File: src/rtl/pvc_pkg.sv
package pvc_pkg;

    localparam int TARGET_W = 16;
    localparam int GAIN_W   = 8;
    localparam int PERIOD_W = 7;
    localparam int TIME_W   = 32;
    localparam int POS_W    = 32;
    localparam int ERR_W    = 16;
    localparam int DRIVE_W  = 8;

    localparam int IN_DATA_W  = 64;
    localparam int OUT_DATA_W = 8;

    localparam int APB_ADDR_W = 5;
    localparam int APB_DATA_W = 32;
    localparam int REG_IDX_W  = 3;

    localparam logic [REG_IDX_W-1:0] REG_TARGET = 3'd0;
    localparam logic [REG_IDX_W-1:0] REG_GAIN_P = 3'd1;
    localparam logic [REG_IDX_W-1:0] REG_GAIN_I = 3'd2;
    localparam logic [REG_IDX_W-1:0] REG_GAIN_D = 3'd3;
    localparam logic [REG_IDX_W-1:0] REG_PERIOD = 3'd4;

    localparam logic [PERIOD_W-1:0] PERIOD_RESET = 7'd10;

    localparam int PROD_W = ERR_W + GAIN_W;
    localparam int ACC_W  = PROD_W + 1;

    localparam int DIVISOR   = 10;
    localparam int DRIVE_MAX = 127;
    localparam int DRIVE_MIN = -128;

    localparam logic signed [ACC_W-1:0] SAT_HI = ACC_W'((DRIVE_MAX + 1) * DIVISOR);
    localparam logic [ACC_W-1:0] SAT_LO_MAG = ACC_W'((1 - DRIVE_MIN) * DIVISOR);

    localparam int MAG_W       = 11;
    localparam int RECIP_W     = 13;
    localparam int RECIP_SHIFT = 16;
    localparam logic [RECIP_W-1:0] RECIP = 13'd6554;
    localparam int QPROD_W     = MAG_W + RECIP_W;

    typedef logic signed [DRIVE_W-1:0] t_drive;
    typedef logic signed [ERR_W-1:0]   t_err;
    typedef logic signed [ACC_W-1:0]   t_acc;

endpackage

File: src/rtl/pid_velocity_controller.sv
// Channel      | Dir | Payload (low bit first)                  | Accepted when
// -------------+-----+------------------------------------------+------------------------------
// s_axis       | in  | tdata: now_ms[31:0], encoder_count[63:32]| s_axis_tvalid & s_axis_tready
// m_axis       | out | tdata: pwm_drive[7:0]                    | m_axis_tvalid & m_axis_tready
// apb          | in  | pwdata: register value, paddr: 4*index   | psel & penable & pwrite
//
// One item per cycle sustained while the output is not stalled; a result passes the input, term,
// sum and output registers in series before it is offered.
// Items whose update is not due are dropped at the term stage and give no result.
// Reset is synchronous and active low; it clears valid flags, history, target and gains, and sets the period to 10.
// A stalled output holds only the stages behind it that are full.
module pid_velocity_controller (
    input  logic                             i_clk,
    input  logic                             i_rst_n,
    input  logic                             s_axis_tvalid,
    output logic                             s_axis_tready,
    // now_ms[31:0], encoder_count[63:32]
    input  logic [pvc_pkg::IN_DATA_W-1:0]    s_axis_tdata,
    output logic                             m_axis_tvalid,
    input  logic                             m_axis_tready,
    // pwm_drive[7:0]
    output logic [pvc_pkg::OUT_DATA_W-1:0]   m_axis_tdata,
    input  logic                             psel,
    input  logic                             penable,
    input  logic                             pwrite,
    input  logic [pvc_pkg::APB_ADDR_W-1:0]   paddr,
    input  logic [pvc_pkg::APB_DATA_W-1:0]   pwdata,
    output logic [pvc_pkg::APB_DATA_W-1:0]   prdata,
    output logic                             pready
);
    import pvc_pkg::*;

    logic signed [TARGET_W-1:0] r_target;
    logic signed [GAIN_W-1:0]   r_gain_p;
    logic signed [GAIN_W-1:0]   r_gain_i;
    logic signed [GAIN_W-1:0]   r_gain_d;
    logic [PERIOD_W-1:0]        r_period;

    logic [TIME_W-1:0] r_prev_time;
    logic [ERR_W-1:0]  r_prev_pos;
    logic [ERR_W-1:0]  r_err_sum;
    logic [ERR_W-1:0]  r_prev_err;

    logic              r_in_valid;
    logic [TIME_W-1:0] r_in_now;
    logic [POS_W-1:0]  r_in_pos;

    logic r_term_valid;
    t_err r_term_err;
    t_err r_term_sum;
    t_err r_term_inc;

    logic r_acc_valid;
    t_acc r_acc;

    logic   r_out_valid;
    t_drive r_out;

    logic out_rdy, acc_rdy, term_rdy, in_rdy;
    logic cfg_wr;
    logic [REG_IDX_W-1:0] cfg_idx;

    logic [TIME_W-1:0] elapsed;
    logic              due;
    logic [ERR_W-1:0]  vel, n_err, n_inc, n_sum;

    logic signed [PROD_W-1:0] prod_p, prod_i, prod_d;
    t_acc acc_sum;

    logic               acc_neg;
    logic [ACC_W-1:0]   acc_mag;
    logic [QPROD_W-1:0] qprod;
    logic [DRIVE_W-1:0] quot;
    t_drive             drive;

    assign out_rdy  = !r_out_valid || m_axis_tready;
    assign acc_rdy  = !r_acc_valid || out_rdy;
    assign term_rdy = !r_term_valid || acc_rdy;
    assign in_rdy   = !r_in_valid || term_rdy;

    assign s_axis_tready = in_rdy;
    assign m_axis_tvalid = r_out_valid;
    assign m_axis_tdata  = r_out;

    // configuration port
    assign pready  = 1'b1;
    assign cfg_wr  = psel && penable && pwrite;
    assign cfg_idx = paddr[APB_ADDR_W-1:2];

    always_ff @(posedge i_clk) begin
        if (!i_rst_n) begin
            r_target <= '0;
            r_gain_p <= '0;
            r_gain_i <= '0;
            r_gain_d <= '0;
            r_period <= PERIOD_RESET;
        end else if (cfg_wr) begin
            case (cfg_idx)
                REG_TARGET: r_target <= pwdata[TARGET_W-1:0];
                REG_GAIN_P: r_gain_p <= pwdata[GAIN_W-1:0];
                REG_GAIN_I: r_gain_i <= pwdata[GAIN_W-1:0];
                REG_GAIN_D: r_gain_d <= pwdata[GAIN_W-1:0];
                REG_PERIOD: r_period <= pwdata[PERIOD_W-1:0];
                default: ;
            endcase
        end
    end

    always_comb begin
        case (cfg_idx)
            REG_TARGET: prdata = APB_DATA_W'(r_target);
            REG_GAIN_P: prdata = APB_DATA_W'(r_gain_p);
            REG_GAIN_I: prdata = APB_DATA_W'(r_gain_i);
            REG_GAIN_D: prdata = APB_DATA_W'(r_gain_d);
            REG_PERIOD: prdata = APB_DATA_W'(r_period);
            default:    prdata = '0;
        endcase
    end

    // input register
    always_ff @(posedge i_clk) begin
        if (!i_rst_n) begin
            r_in_valid <= 1'b0;
        end else if (in_rdy) begin
            r_in_valid <= s_axis_tvalid;
        end
    end

    always_ff @(posedge i_clk) begin
        if (s_axis_tvalid && in_rdy) begin
            r_in_now <= s_axis_tdata[TIME_W-1:0];
            r_in_pos <= s_axis_tdata[TIME_W+POS_W-1:TIME_W];
        end
    end

    // error terms and history update
    assign elapsed = r_in_now - r_prev_time;
    assign due     = elapsed > TIME_W'(r_period);
    assign vel     = r_in_pos[ERR_W-1:0] - r_prev_pos;
    assign n_err   = r_target - vel;
    assign n_inc   = n_err - r_prev_err;
    assign n_sum   = r_err_sum + n_err;

    always_ff @(posedge i_clk) begin
        if (!i_rst_n) begin
            r_term_valid <= 1'b0;
            r_prev_time  <= '0;
            r_prev_pos   <= '0;
            r_err_sum    <= '0;
            r_prev_err   <= '0;
        end else if (term_rdy) begin
            r_term_valid <= r_in_valid && due;
            if (r_in_valid && due) begin
                r_prev_time <= r_in_now;
                r_prev_pos  <= r_in_pos[ERR_W-1:0];
                r_err_sum   <= n_sum;
                r_prev_err  <= n_err;
            end
        end
    end

    always_ff @(posedge i_clk) begin
        if (term_rdy && r_in_valid && due) begin
            r_term_err <= n_err;
            r_term_sum <= n_sum;
            r_term_inc <= n_inc;
        end
    end

    // weighted sum
    assign prod_p  = r_term_err * r_gain_p;
    assign prod_i  = r_term_sum * r_gain_i;
    assign prod_d  = r_term_inc * r_gain_d;
    assign acc_sum = ACC_W'(prod_p) + ACC_W'(prod_i) + ACC_W'(prod_d);

    always_ff @(posedge i_clk) begin
        if (!i_rst_n) begin
            r_acc_valid <= 1'b0;
        end else if (acc_rdy) begin
            r_acc_valid <= r_term_valid;
        end
    end

    always_ff @(posedge i_clk) begin
        if (acc_rdy && r_term_valid) begin
            r_acc <= acc_sum;
        end
    end

    // divide by ten toward zero and saturate
    assign acc_neg = r_acc[ACC_W-1];
    assign acc_mag = acc_neg ? ACC_W'(-r_acc) : ACC_W'(r_acc);
    assign qprod   = QPROD_W'(acc_mag[MAG_W-1:0]) * QPROD_W'(RECIP);
    assign quot    = qprod[RECIP_SHIFT+DRIVE_W-1:RECIP_SHIFT];

    always_comb begin
        if (!acc_neg) begin
            drive = (r_acc >= SAT_HI) ? t_drive'(DRIVE_MAX) : t_drive'(quot);
        end else begin
            drive = (acc_mag >= SAT_LO_MAG) ? t_drive'(DRIVE_MIN) : t_drive'(-quot);
        end
    end

    // output register
    always_ff @(posedge i_clk) begin
        if (!i_rst_n) begin
            r_out_valid <= 1'b0;
        end else if (out_rdy) begin
            r_out_valid <= r_acc_valid;
        end
    end

    always_ff @(posedge i_clk) begin
        if (out_rdy && r_acc_valid) begin
            r_out <= drive;
        end
    end

    a_hold_when_not_due: assert property (@(posedge i_clk) disable iff (!i_rst_n)
        (r_in_valid && term_rdy && !due) |=> ($stable(r_prev_time) && $stable(r_err_sum)))
        else $error("history changed on an item with no update due");

    a_due_gives_term: assert property (@(posedge i_clk) disable iff (!i_rst_n)
        (r_in_valid && term_rdy && due) |=> (r_term_valid && r_prev_time == $past(r_in_now)))
        else $error("due item did not reach the term stage");

    a_sat_high: assert property (@(posedge i_clk) disable iff (!i_rst_n)
        (r_acc_valid && out_rdy && !acc_neg && r_acc >= SAT_HI)
        |=> (r_out == t_drive'(DRIVE_MAX)))
        else $error("positive overflow not clamped");

    a_sat_low: assert property (@(posedge i_clk) disable iff (!i_rst_n)
        (r_acc_valid && out_rdy && acc_neg && acc_mag >= SAT_LO_MAG)
        |=> (r_out == t_drive'(DRIVE_MIN)))
        else $error("negative overflow not clamped");

endmodule
File: config.mk
export PLATFORM = sky130hd
export DESIGN_NAME = pid_velocity_controller
export DESIGN_NICKNAME = d
export VERILOG_FILES = /design/src/rtl/pvc_pkg.sv /design/src/rtl/pid_velocity_controller.sv
export SDC_FILE = /design/constraint.sdc
export NUM_CORES = 2
export LEC_CHECK = 0
export ABC_CLOCK_PERIOD_IN_PS = 9900
export BUFFER_PORTS_ARGS = -buffer_cell sky130_fd_sc_hd__buf_4
export CORE_MARGIN = 10
export CORE_UTILIZATION = 39
export CTS_BUF_LIST = sky130_fd_sc_hd__clkbuf_8
export DETAILED_ROUTE_END_ITERATION = 6
export GPL_ROUTABILITY_DRIVEN = 1
export GPL_TIMING_DRIVEN = 0
export HOLD_SLACK_MARGIN = 0.03
export PLACE_DENSITY_LB_ADDON = 0.08
export SYNTH_ARGS = -nofsm -noshare
export SYNTH_HDL_FRONTEND = slang
export SYNTH_SLANG_ARGS = --single-unit
File: constraint.sdc
create_clock -name i_clk -period 9.9 [get_ports i_clk]
set_clock_uncertainty 0.15 [all_clocks]
set_input_delay 1.98 -clock i_clk [delete_from_list [all_inputs] [get_ports i_clk]]
set_output_delay 1.98 -clock i_clk [all_outputs]
set_load 0.005 [all_outputs]
==> impl_metrics.yaml <==
status:
  outcome: "completed"
synth:
  synthFlopType: "dfxtp_1"
  ys_types: 79
  syn_nets: 4047
  syn_area_per_cell_sq_um: 9.420
  synth_edf_count: 129
  netlist_instances: 3243
  ys_warn_count: 0
  yosysTopAreaCellShare_pct: 29.42
  ys_async_sr_fraction_pct: 0
  ys_seq_area_share_pct: 21.27
  ys_seq_elements: 260
  syn_area_sq_um: 30550
  synth_area_leaders: "fa_1 29%, edfxtp_1 13%, ha_1 10%"
  yosys.area.top_type: "fa_1"
global_routing:
  use_met3_pct: 3.241
  grt_use_total_pct: 18.74
  first_global_vias: 23780
  top_usage_layer: "met2"
  gr-usage-met2_pct: 31.41
  gr-usage-met1_pct: 24.41
  grt_remaining_overflow: 0
  antenna_found_initial: 4
  grt_pass1_wl_microns: 132300
  grt_max_degree: 58
setup_path:
  crit_path_end_kind: "flip-flop"
  slowest_stage: "xnor2_1"
  cp.arrival_ps: 9070
  startpoint_type: "flip-flop"
  cp_slowest_stage_delay_ps: 530
  required_ps: 10150
  critical_path_class: "flip-flop to flip-flop"
  crit_fanout: 10
drt:
  ant_nets: 0
  post-route-drc-count: 0
  wl_per_cell_microns: 18.36
  dr.pass1.iters: 5
  viasPerCell: 4.943
  finalWirelength_microns: 82580
  num_vias: 22230
  drt_iter0_markers: 1201
cells_and_area:
  stdcell_count: 4497
  layout_commonest_cell: "inv_1"
  drive_above_1_share_pct: 7.126
  multi_input_area_sq_um: 21090
  layout_common_cells: "670 x inv_1, 460 x nand2_1, 449 x fa_1"
  fill_cells: 7727
  nNetsFinal: 4215
  syn_to_final_growth_pct: 11.10
  regArea_sq_um: 6496
timing:
  hold_viol_final: 0
  setup_viol: 0
  period_minus_slack_ps: 8813
  fin_crit_sh_pct: 89.02
  maxSlewViolCount: 0
  tightest_slew_ps: 1335
  finalSetupTns_ps: 0
  fmax_ghz: 0.1135
  rsz0062_at_grt: "false"
  hold_ws_ps: 305.5
  relSlewSlack_pct: 10.82
die:
  core-area_sq_um: 77590
  dieArea_sq_um: 89920
  initial_core_util_pct: 39.37
  die_h_microns: 299.9
  io_pins: 151
  die_x_microns: 299.9
  rows: 102
place:
  gp_congestion: 0.8446
  dp_hpwl_microns: 70290
  placed_cells: 4399
  io_buffers: 114
cts:
  post-cts-setup-buffers: 0
  cts.sinks: 260
  cts_tree: "built"
  path_clk_slew_ps: 50
  cts_root_buf: "clkbuf_8"
  cts-hold-fix-buffers: 0
  cts_max_level: 2
  numCtsBuffers: 50
  clockBufferDepth: 3
  clock_latency_ps: 670
  cts_resized: 0
flow_run:
  cap_violations: 0
power_and_ir_drop:
  power_leakage_nw: 15.53
  p_total_mw: 4.091
  vdd.ir_drop.worst_uv: 140.1
  powerDensity_nw_per_um2: 120.5
worst_hold_path:
  worstHoldPathType: "flip-flop to flip-flop"
critical path: cells and delay by family, from the launching register on:
| family | cells | cell delay [ps] |
|---|---|---|
| AND/OR/NAND/NOR | 4 | 810 |
| adder cells (fa/ha/maj) | 6 | 2470 |
| XOR/XNOR | 3 | 1020 |
| flip-flops | 1 | 330 |
| buffers and inverters | 6 | 1970 |
| AO/OA/AOI/OAI | 7 | 1800 |
final cells by class:
class,instances,area share [%]
inverter,659,7.288
clock inverter,34,1.021
buffer,113,1.526
multi-input combinational,2211,62.13
clock buffer,59,2.393
timing repair buffer,116,2.625
tap,1040,3.834
antenna,5,0.03687
sequential,260,19.14
cell usage after synthesis, types with 19 or more instances:
library cell	number
nand2_1	460
xnor2_1	94
a21oi_1	83
clkbuf_1	81
nor2_1	88
dfxtp_1	131
o21ai_0	59
edfxtp_1	129
nand2b_1	40
a21boi_0	24
inv_1	656
ha_1	247
mux2i_1	115
and2_1	143
a22oi_1	19
xor2_1	22
fa_1	449
nand3_1	41
nor3_1	32
a21o_1	34
nor2b_1	46
state kept, by name, indices dropped and copies added (netlist names), 7 cells and up:
name,cells
r_in_now,32
r_prev_time,32
r_acc,25
r_err_sum,16
r_in_pos,16
r_prev_err,16
r_prev_pos,16
r_target,16
r_term_err,16
r_term_inc,16
r_term_sum,16
m_axis_tdata,8
r_gain_d,8
r_gain_i,8
r_gain_p,8
r_period,7
power breakdown:
group	switching (mW)	internal [mW]
logic	0.887	0.588
clock network	0.521	0.729
registers	0.114	1.25
layer usage:
metal	share of wire, %	vias to the layer above	wire [microns]
met5	0.012	-	10
met1	45	10980	36760
li1	-	10610	-
met3	5.3	119	4383
met2	47	516	38910
met4	3.0	2	2515
kinds of logic (layout without fill, tap and decap cells):
logic type / after synthesis / after routing / share of synthesized area, %
AOI/OAI and AO/OA: 351 / 351 / 7.729
xor gates and xnor gates: 116 / 116 / 3.326
adders and majority gates: 696 / 696 / 39.54
buffers and inverters: 772 / 981 / 9.785
DFF: 260 / 260 / 21.27
muxes: 124 / 124 / 4.100
other: 1 / 6 / 0.01228
and+or+nand+nor: 923 / 923 / 14.24
worst paths after layout:
check                                                   from                            to  slack (ps)  depth (start not counted)
worst min register to register  r_prev_time[30]$_SDFFE_PN0P_  r_prev_time[30]$_SDFFE_PN0P_         310                          2
worst min-delay path            r_prev_time[30]$_SDFFE_PN0P_  r_prev_time[30]$_SDFFE_PN0P_         310                          2
worst max register to register           r_acc[24]$_DFFE_PP_     m_axis_tdata[7]$_DFFE_PP_        1090                         26
worst max-delay path                     r_acc[24]$_DFFE_PP_     m_axis_tdata[7]$_DFFE_PP_        1090                         26
stage by stage:
step           area (sq um)  util, %  setup slack [ps]
4_1_cts               33930    43.72              1204
2_1_floorplan         30550        -              2893
3_3_place_gp          32710    42.15              1358
3_5_place_dp          32770    42.23              1222
5_1_grt               33930    43.73             520.8
6_report              33940    43.74              1087
(Power assumes the default switching activity.)
